<file path="config.mk">
export PLATFORM = sky130hd
export DESIGN_NAME = htn_norm
export DESIGN_NICKNAME = d
export VERILOG_FILES = /design/src/rtl/htn_pkg.sv /design/src/rtl/htn_norm.sv
export SDC_FILE = /design/constraint.sdc
export NUM_CORES = 2
export LEC_CHECK = 0
export ABC_CLOCK_PERIOD_IN_PS = 19860
export BUFFER_PORTS_ARGS = -buffer_cell sky130_fd_sc_hd__clkbuf_2
export CAP_MARGIN = 5
export CORE_ASPECT_RATIO = 1.5
export CORE_UTILIZATION = 61
export CTS_CLUSTER_SIZE = 16
export DETAILED_ROUTE_END_ITERATION = 7
export PLACE_DENSITY = 0.78
export REMOVE_ABC_BUFFERS = 1
export SLEW_MARGIN = 10
export SYNTH_ARGS = -nofsm -noshare
export SYNTH_HDL_FRONTEND = slang
export SYNTH_SLANG_ARGS = --single-unit
</file>
<file path="constraint.sdc">
create_clock -name clk -period 19.86 [get_ports clk]
set_input_delay 3.972 -clock clk [delete_from_list [all_inputs] [get_ports clk]]
set_output_delay 3.972 -clock clk [all_outputs]
set_load 0.02 [all_outputs]
</file>
<file path="src/rtl/htn_pkg.sv">
`timescale 1ns / 1ps
// Shared types, widths and constants of the height-to-normal-map block.
// Used by htn_norm and height_to_normal_map; depends on nothing.
package htn_pkg;

    localparam int MAX_SIZE = 512;
    localparam int COL_W    = $clog2(MAX_SIZE);
    localparam int SIZE_W   = 10;
    localparam int PIX_W    = 16;
    localparam int STR_W    = 12;
    localparam int BYTE_W   = 8;
    localparam int CFG_W    = 12;
    localparam int IDX_W    = 2;

    // Arithmetic widths of the normalizer
    localparam int PROD_W   = 30;   // signed gradient times strength
    localparam int MAG_W    = 28;   // magnitude of that product
    localparam int HALF_W   = 14;
    localparam int ROOT_W   = 29;   // floor of the vector length
    localparam int SQ_W     = 59;   // sum of squares
    localparam int NUM_W    = 39;   // dividend of the byte conversion
    localparam int QUO_W    = 9;
    localparam int DCNT_W   = 4;

    localparam logic [23:0]       UNIT_SCALE = 24'd16776960;
    localparam logic [SQ_W-1:0]   UNIT_SQ    = SQ_W'(64'd281466386841600);
    localparam logic [NUM_W-1:0]  HB_BIAS    = NUM_W'(257);
    localparam logic [NUM_W-1:0]  HB_DIV     = NUM_W'(514);

    localparam logic [SIZE_W-1:0] WIDTH_RST    = SIZE_W'(512);
    localparam logic [SIZE_W-1:0] HEIGHT_RST   = SIZE_W'(512);
    localparam logic [STR_W-1:0]  STRENGTH_RST = STR_W'(1152);

    typedef enum logic [IDX_W-1:0] {
        REG_WIDTH    = 2'd0,
        REG_HEIGHT   = 2'd1,
        REG_STRENGTH = 2'd2
    } htn_reg_t;

    typedef struct packed {
        logic [PIX_W-1:0] left;
        logic [PIX_W-1:0] right;
        logic [PIX_W-1:0] up;
        logic [PIX_W-1:0] down;
        logic [PIX_W-1:0] center;
    } htn_req_t;

    typedef struct packed {
        logic [BYTE_W-1:0] red;
        logic [BYTE_W-1:0] green;
        logic [BYTE_W-1:0] blue;
        logic [BYTE_W-1:0] hbyte;
    } htn_rsp_t;

    typedef struct packed {
        logic [COL_W-1:0] col;
        logic [COL_W-1:0] row;
        htn_req_t         nbr;
        logic             run_last;
        logic             frame_done;
    } htn_slot_t;

    typedef enum logic [2:0] {
        N_IDLE, N_MUL, N_SQR, N_ROOT, N_LOAD, N_DIV, N_DONE
    } htn_nstate_t;

    typedef enum logic [2:0] {
        T_IDLE, T_RD0, T_RD1, T_RD2, T_WB, T_EMIT, T_CALC, T_OUT
    } htn_tstate_t;

endpackage

</file>
<file path="src/rtl/htn_norm.sv">
`timescale 1ns / 1ps
// Normalizer: scales central differences, takes the vector length with a
// bit-serial square root and turns each component into a byte. Uses htn_pkg.
module htn_norm (
    input  logic                    clk,
    input  logic                    rst_n,
    input  logic                    start,
    input  htn_pkg::htn_req_t       req,
    input  logic [htn_pkg::STR_W-1:0] strength,
    output logic                    done,
    output htn_pkg::htn_rsp_t       rsp
);
    import htn_pkg::*;

    htn_nstate_t state_reg, state_next;

    logic signed [PROD_W-1:0] x_reg, y_reg;
    logic [SQ_W-1:0]          acc_reg, rem_reg, root_reg, bit_reg;
    logic [1:0]               sq_cnt_reg, comp_reg;
    logic [DCNT_W-1:0]        div_cnt_reg;
    logic [NUM_W-1:0]         num_reg, den_reg;
    logic [QUO_W-1:0]         quo_reg;
    htn_rsp_t                 rsp_reg;

    logic signed [PIX_W:0]    dx, dy;
    logic signed [PROD_W-1:0] mul_x, mul_y, s_ext;
    logic [MAG_W-1:0]         mag_x, mag_y, sq_a;
    logic [HALF_W-1:0]        sq_b;
    logic [MAG_W+HALF_W-1:0]  sq_prod;
    logic [SQ_W-1:0]          sq_term, trial;
    logic                     root_ge;
    logic [ROOT_W-1:0]        len;
    logic signed [PROD_W:0]   nr;
    logic [PROD_W-1:0]        t_sum;
    logic [NUM_W-1:0]         num_load, den_load;
    logic                     div_ge;
    logic [QUO_W-1:0]         q_new;
    logic [BYTE_W-1:0]        q_byte;

    // Scale the differences
    assign dx    = $signed({1'b0, req.right}) - $signed({1'b0, req.left});
    assign dy    = $signed({1'b0, req.down}) - $signed({1'b0, req.up});
    assign s_ext = PROD_W'($signed({1'b0, strength}));
    assign mul_x = PROD_W'(dx) * s_ext;
    assign mul_y = PROD_W'(dy) * s_ext;

    // Square by halves: one 28 x 14 product a cycle
    assign mag_x   = x_reg[PROD_W-1] ? MAG_W'(-x_reg) : MAG_W'(x_reg);
    assign mag_y   = y_reg[PROD_W-1] ? MAG_W'(-y_reg) : MAG_W'(y_reg);
    assign sq_a    = sq_cnt_reg[1] ? mag_y : mag_x;
    assign sq_b    = sq_cnt_reg[0] ? sq_a[MAG_W-1:HALF_W] : sq_a[HALF_W-1:0];
    assign sq_prod = (MAG_W+HALF_W)'(sq_a) * (MAG_W+HALF_W)'(sq_b);
    assign sq_term = sq_cnt_reg[0] ? SQ_W'({sq_prod, {HALF_W{1'b0}}}) : SQ_W'(sq_prod);

    // One root bit a cycle
    assign trial   = root_reg + bit_reg;
    assign root_ge = rem_reg >= trial;
    assign len     = root_reg[ROOT_W-1:0];

    // Byte conversion operands: floor((255 * (N + R) + R) / 2R)
    always_comb
    begin
        unique case (comp_reg)
            2'd0:    nr = $signed({2'b00, len}) - (PROD_W+1)'(x_reg);
            2'd1:    nr = $signed({2'b00, len}) - (PROD_W+1)'(y_reg);
            default: nr = $signed({2'b00, len}) + $signed((PROD_W+1)'(UNIT_SCALE));
        endcase
        t_sum = nr[PROD_W-1:0];
        if (comp_reg == 2'd3)
        begin
            num_load = NUM_W'({req.center, 1'b0}) + HB_BIAS;
            den_load = HB_DIV << (QUO_W - 1);
        end
        else
        begin
            num_load = (NUM_W'(t_sum) << 8) - NUM_W'(t_sum) + NUM_W'(len);
            den_load = NUM_W'({len, 1'b0}) << (QUO_W - 1);
        end
    end

    assign div_ge = num_reg >= den_reg;
    assign q_new  = {quo_reg[QUO_W-2:0], div_ge};
    assign q_byte = q_new[QUO_W-1] ? {BYTE_W{1'b1}} : q_new[BYTE_W-1:0];

    // Next state
    always_comb
    begin
        state_next = state_reg;
        unique case (state_reg)
            N_IDLE: if (start) state_next = N_MUL;
            N_MUL:  state_next = N_SQR;
            N_SQR:  if (sq_cnt_reg == 2'd3) state_next = N_ROOT;
            N_ROOT: if (bit_reg[0]) state_next = N_LOAD;
            N_LOAD: state_next = N_DIV;
            N_DIV:
            begin
                if (div_cnt_reg == '0)
                    state_next = (comp_reg == 2'd3) ? N_DONE : N_LOAD;
            end
            N_DONE: state_next = N_IDLE;
            default: state_next = N_IDLE;
        endcase
    end

    // Outputs
    always_comb
    begin
        done = (state_reg == N_DONE);
        rsp  = rsp_reg;
    end

    always_ff @(posedge clk or negedge rst_n)
    begin
        if (!rst_n)
            state_reg <= N_IDLE;
        else
            state_reg <= state_next;
    end

    // Datapath
    always_ff @(posedge clk)
    begin
        unique case (state_reg)
            N_IDLE:
            begin
                sq_cnt_reg <= '0;
                acc_reg    <= UNIT_SQ;
            end
            N_MUL:
            begin
                x_reg <= mul_x;
                y_reg <= mul_y;
            end
            N_SQR:
            begin
                acc_reg    <= acc_reg + sq_term;
                sq_cnt_reg <= sq_cnt_reg + 2'd1;
                rem_reg    <= acc_reg + sq_term;
                root_reg   <= '0;
                bit_reg    <= SQ_W'(1) << (SQ_W - 1);
                comp_reg   <= '0;
            end
            N_ROOT:
            begin
                if (root_ge)
                begin
                    rem_reg  <= rem_reg - trial;
                    root_reg <= (root_reg >> 1) + bit_reg;
                end
                else
                    root_reg <= root_reg >> 1;
                bit_reg <= bit_reg >> 2;
            end
            N_LOAD:
            begin
                num_reg     <= num_load;
                den_reg     <= den_load;
                quo_reg     <= '0;
                div_cnt_reg <= DCNT_W'(QUO_W - 1);
            end
            N_DIV:
            begin
                if (div_ge)
                    num_reg <= num_reg - den_reg;
                quo_reg     <= q_new;
                den_reg     <= den_reg >> 1;
                div_cnt_reg <= div_cnt_reg - DCNT_W'(1);
                if (div_cnt_reg == '0)
                begin
                    unique case (comp_reg)
                        2'd0: rsp_reg.red   <= q_byte;
                        2'd1: rsp_reg.green <= q_byte;
                        2'd2: rsp_reg.blue  <= q_byte;
                        2'd3: rsp_reg.hbyte <= q_byte;
                    endcase
                    comp_reg <= comp_reg + 2'd1;
                end
            end
            default:
            begin
            end
        endcase
    end

endmodule

</file>
---- Word level (Yosys, flattened, before mapping) ----
Cells that the tools add are included.
word-level totals
  bits in registers ....................... 425
  input bits .............................. 95
  word-level logic and storage cells ...... 100
operators by class
  add/sub/neg operators ................... 18
  $mul .................................... 3
  $lt $le $gt $ge ......................... 2
  equal/unequal tests ..................... 16
  mux-type cells .......................... 29
  reductions and logical operators ........ 15
operator list
  kind                      count
  $pmux W59 S2              4
  $pmux W39 S2              2
  $mux W59                  2
  $mux W28                  3
  $mux W39                  2
  $mul A17 B13 Y30          2
  $pmux W30 S2              1
  $sub A30 B30 Y30          2
  $add A58 B59 Y59          1
  $add A59 B56 Y59          1
  $add A59 B59 Y59          1
  $ge A59 B59 Y1            1
  $sub A59 B59 Y59          1
  $mux W56                  1
  $neg A28 Y28              2
  $mul A28 B14 Y42          1
  $add A39 B29 Y39          1
  $ge A39 B39 Y1            1
  $sub A38 B30 Y39          1
  $sub A39 B39 Y39          1
  $mux W38                  1
  $sub A16 B16 Y17          2
  $add A29 B24 Y30 const B  1
  $add A17 B9 Y18 const B   1
  23 further kinds          47

---- Longest topological paths before layout ----
  depth in word-level cells ............... 8
  mapped depth ............................ 48

---- Worst setup path before layout ----
Ideal clock, no wire load.
  path kind ............................... input -> register
  start ................................... input port req[33] (netlist name)
  end ..................................... register y_reg[29], data pin
  setup time .............................. 0.260 ns
  arrival ................................. 11.242 ns
  path slack .............................. 8.359 ns
  cell stages on the path ................. 32
  path buffers ............................ 1
  cells stage by stage .................... inv_1 > ha_1 > nor2b_1 > o21ai_0 > a21boi_0 > o21ai_0 > a21boi_0 > o21ai_0 > a21oi_1 > or2_2 > o41ai_1 > buf_2 > mux2_2 > fa_1 > inv_1 > fa_1 > fa_1 > inv_1 > fa_1 > inv_1 > fa_1 > ha_1 > a21oi_1 > nand2_1 > or4_1 > o22ai_1 > o31a_1 > o31ai_1 > o21ba_2 > o21a_1 > nor2_1 > xnor2_1
on the way
  cells in the longest elaborated chain, start to end .. 2
ends and longest elaborated chain
  what                    line             text
  start: declaration      htn_norm.sv:8    input htn_pkg::htn_req_t req,
  $sub A16 B16 Y17        htn_norm.sv:42   assign dy = $signed({1'b0, req.down}) - $signed({1'b0, req.up});
  $mul A17 B13 Y30        htn_norm.sv:45   assign mul_y = PROD_W'(dy) * s_ext;
  net mul_y[29]           htn_norm.sv:26   logic signed [PROD_W-1:0] mul_x, mul_y, s_ext;
  end signal: assignment  htn_norm.sv:132  y_reg <= mul_y;
  end: declaration        htn_norm.sv:17   logic signed [PROD_W-1:0] x_reg, y_reg;
The timed path passes the listed nets, and every way through them passes these cells.
A chain may end at the register's enable or synchronous reset.

---- Worst setup path in the final report ----
  start ................................... register x_reg[0]
  end ..................................... register acc_reg[58], data pin
on the way
  cells in the longest elaborated chain, start to end .. 8
ends and longest elaborated chain
  what                      line             text
  start: declaration        htn_norm.sv:17
  start signal: assignment  htn_norm.sv:131  x_reg <= mul_x;
  $neg A28 Y28              htn_norm.sv:48   assign mag_x = x_reg[PROD_W-1] ? MAG_W'(-x_reg) : MAG_W'(x_reg);
  $mux W28 (*)              htn_norm.sv:48
  $mux W28 (*)              htn_norm.sv:50   assign sq_a = sq_cnt_reg[1] ? mag_y : mag_x;
  $mux W14                  htn_norm.sv:51   assign sq_b = sq_cnt_reg[0] ? sq_a[MAG_W-1:HALF_W] : sq_a[HALF_W-1:0];
  $mul A28 B14 Y42 (*)      htn_norm.sv:52   assign sq_prod = (MAG_W+HALF_W)'(sq_a) * (MAG_W+HALF_W)'(sq_b);
  $mux W56 (*)              htn_norm.sv:53   assign sq_term = sq_cnt_reg[0] ? SQ_W'({sq_prod, {HALF_W{1'b0}}}) : SQ_W'(sq_prod);
  $add A59 B56 Y59 (*)      htn_norm.sv:136  acc_reg <= acc_reg + sq_term;
  $pmux W59 S2 (*)          htn_norm.sv:123  unique case (state_reg)
  end signal: assignment    htn_norm.sv:136
  end: declaration          htn_norm.sv:18   logic [SQ_W-1:0] acc_reg, rem_reg, root_reg, bit_reg;
Every way passes the cells marked *; elsewhere a longest branch is shown, timed or not.

==> impl_metrics.yaml <==
run_status:
  run_status: "finished clean"
hold_path:
  class_of_the_worst_hold_path: "reg -> reg"
timing:
  worst_pin_slew_ps: 1319
  setup_viol_count_final: 0
  fmaxAchievable_mhz: 73.65
  fin_skew_ps: 48.06
  fin_crit_sh: 0.6837
  fin_setup_tns_ps: 0
  slew_viol_final: 0
  grt_setup_unrepaired: "false"
  final-hold-violation-count: 0
  post-route-min-period_ps: 13580
  maxSlewHeadroom: 0.09567
clock_network:
  postCtsResizedCells: 0
  post_cts_hold_buffer_count: 0
  ctsHtreeMaxLevel: 2
  clock_slew_at_reported_path_ffs_ps: 70
  cts.root.buffer_cell: "sky130_fd_sc_hd__clkbuf_16"
  cts_buffers: 41
  clock_latency_late_sink_ps: 630
  clock_tree_buffer_depth: 3
  cts.sink_count: 395
  postCtsSetupBuffers: 0
  cts_tree: "done"
die:
  rows: 145
  dieHeight_um: 399.0
  number_of_top_level_pins: 128
  design.die.area_um2: 106400
  die_x_um: 266.7
  coreArea_um2: 104100
  start_util: 0.6155
detailed_routing:
  drt_pre_antenna_iters: 7
  route.detailed.wl_per_inst_um: 21.97
  drcViolationCount: 0
  num_vias: 53870
  vias_per_cell: 6.180
  route.final.wire_length_mm: 191.5
  drtIter0Drc: 4002
  detail-route-antenna-nets: 0
synth:
  ys_top_cells_by_area: "sky130_fd_sc_hd__fa_1 (22%), sky130_fd_sc_hd__edfxtp_1 (18%), sky130_fd_sc_hd__ha_1 (11%)"
  yosys_warnings: 0
  yosysMostFrequentCell: "sky130_fd_sc_hd__inv_1"
  synth_top_cell_by_area: "sky130_fd_sc_hd__fa_1"
  asyncSetResetFlopFracSynth: 0.007595
  synth_top_area_share: 0.2227
  number_of_instances_in_the_synthesized_netlist: 7341
  synth.yosys.seq_area_share: 0.1848
  synth_common_cells: "sky130_fd_sc_hd__inv_1 (954), sky130_fd_sc_hd__nand2_1 (833), sky130_fd_sc_hd__fa_1 (713)"
  synth_edf_count: 392
  mappedNetlistArea_um2: 64100
  synth.avg_cell_area_um2: 8.731
  synthDistinctLibCells: 91
  synthFlopType: "sky130_fd_sc_hd__edfxtp_1"
  ys_seq_elements: 395
global_route:
  number_of_antenna_violations_at_the_first_check_in_global_routing: 9
  grt_pass1_wl_mm: 300.7
  gr-total-overflow: 0
  grt_use_total: 0.3649
  grt_max_degree: 81
  first_global_vias: 56210
setup_path:
  crit_path_top_delay_cell: "sky130_fd_sc_hd__mux2i_1"
  delay_of_the_slowest_cell_on_the_worst_path_ps: 1000
  required_ps: 20220
  crit_family: "adder cells"
  end_kind: "flop"
  path_buf_inv: 5
  setup.worst_path.start_class: "flop"
  critical_path.max_fanout: 26
  worst_path_most_repeated_cell: "sky130_fd_sc_hd__fa_1"
  timing.critical_path.arrival_ps: 13940
  timing_worst_setup_path_type: "reg -> reg"
place:
  port_buffers: 127
  finalWeightedCongestion: 1.057
  hpwl_mm: 153.0
final_layout:
  synthToLayoutAreaGrowth_pct: 5.165
  layout.nets: 8664
  nFillCells: 8764
  layout-drive-gt1-share: 0.05375
flow_run:
  maximum_capacitance_violations: 0
final timing paths:
kind                              from            to  slack [ps]  cells past startpoint
min in group asynchronous        rst_n  state_reg[2]        3150                      1
hold reg to reg            den_reg[19]   den_reg[18]         580                      2
max in group asynchronous        rst_n  state_reg[0]       16580                      1
hold / removal             den_reg[19]   den_reg[18]         580                      2
setup / recovery              x_reg[0]   acc_reg[58]        6280                     43
setup reg to reg              x_reg[0]   acc_reg[58]        6280                     43
cell families (layout without fill, tap and decap cells):
family / Yosys count / in the layout / share of synthesized area
fa+ha+maj: 1287 / 1287 / 0.3347
buf+inv: 1267 / 1238 / 0.07480
compound gates: 1521 / 1521 / 0.1530
mux: 106 / 106 / 0.01708
other cells: 0 / 9 / 0
flops: 395 / 395 / 0.1848
simple gates: 2275 / 2275 / 0.1686
xor+xnor: 490 / 490 / 0.06695
metrics by stage:
| stage | hold WS, ps | utilization | worst slack, ps | cells | instance area [um^2] |
|---|---|---|---|---|---|
| 5_1_grt | 609.3 | 0.6473 | 5726 | 8716 | 67410 |
| 2_1_floorplan | 520.7 | - | 7102 | 7029 | 62890 |
| 3_3_place_gp | 540.6 | 0.6338 | 6859 | 8635 | 66000 |
| 3_5_place_dp | 557.3 | 0.6338 | 6632 | 8635 | 66000 |
| 6_report | 579.0 | 0.6473 | 6283 | 8717 | 67410 |
| 4_1_cts | 572.1 | 0.6471 | 6596 | 8708 | 67390 |
layout by cell type, fill, tap and decap left out, types with 225 or more instances in the layout:
cell type,instances
sky130_fd_sc_hd__a21oi_1,348
sky130_fd_sc_hd__and2_1,265
sky130_fd_sc_hd__nand2_1,832
sky130_fd_sc_hd__xor2_1,225
sky130_fd_sc_hd__inv_1,952
sky130_fd_sc_hd__o21ai_0,354
sky130_fd_sc_hd__nor2_1,499
sky130_fd_sc_hd__ha_1,572
sky130_fd_sc_hd__edfxtp_1,392
sky130_fd_sc_hd__xnor2_1,265
sky130_fd_sc_hd__fa_1,713
per-layer routing:
| layer | global-route usage | wire length [um] |
|---|---|---|
| met1 | 0.3787 | 66060 |
| met3 | 0.05619 | 11510 |
| met5 | 0 | 22 |
| met4 | 0.3050 | 17560 |
| met2 | 0.6463 | 96360 |
area by class of cell:
type | instances | area (um^2) | area share
multi-input cells | 5679 | 47560 | 0.7056
clock inverters | 27 | 321.6 | 0.004770
diodes | 9 | 22.52 | 0.0003341
flip-flops and latches | 395 | 11850 | 0.1757
repair buffers | 210 | 1259 | 0.01867
inverters | 955 | 3586 | 0.05320
clock buffers | 46 | 1066 | 0.01581
well taps | 1396 | 1747 | 0.02591
tightest hold or removal path: stages, from the launching register on:
cell and delay (ps):
sky130_fd_sc_hd__edfxtp_1 350, sky130_fd_sc_hd__nand2_1 60, sky130_fd_sc_hd__o31ai_1 60
Power is not shown: default switching activity piles up to over one toggle a cycle in this logic, so the estimate is an artifact.
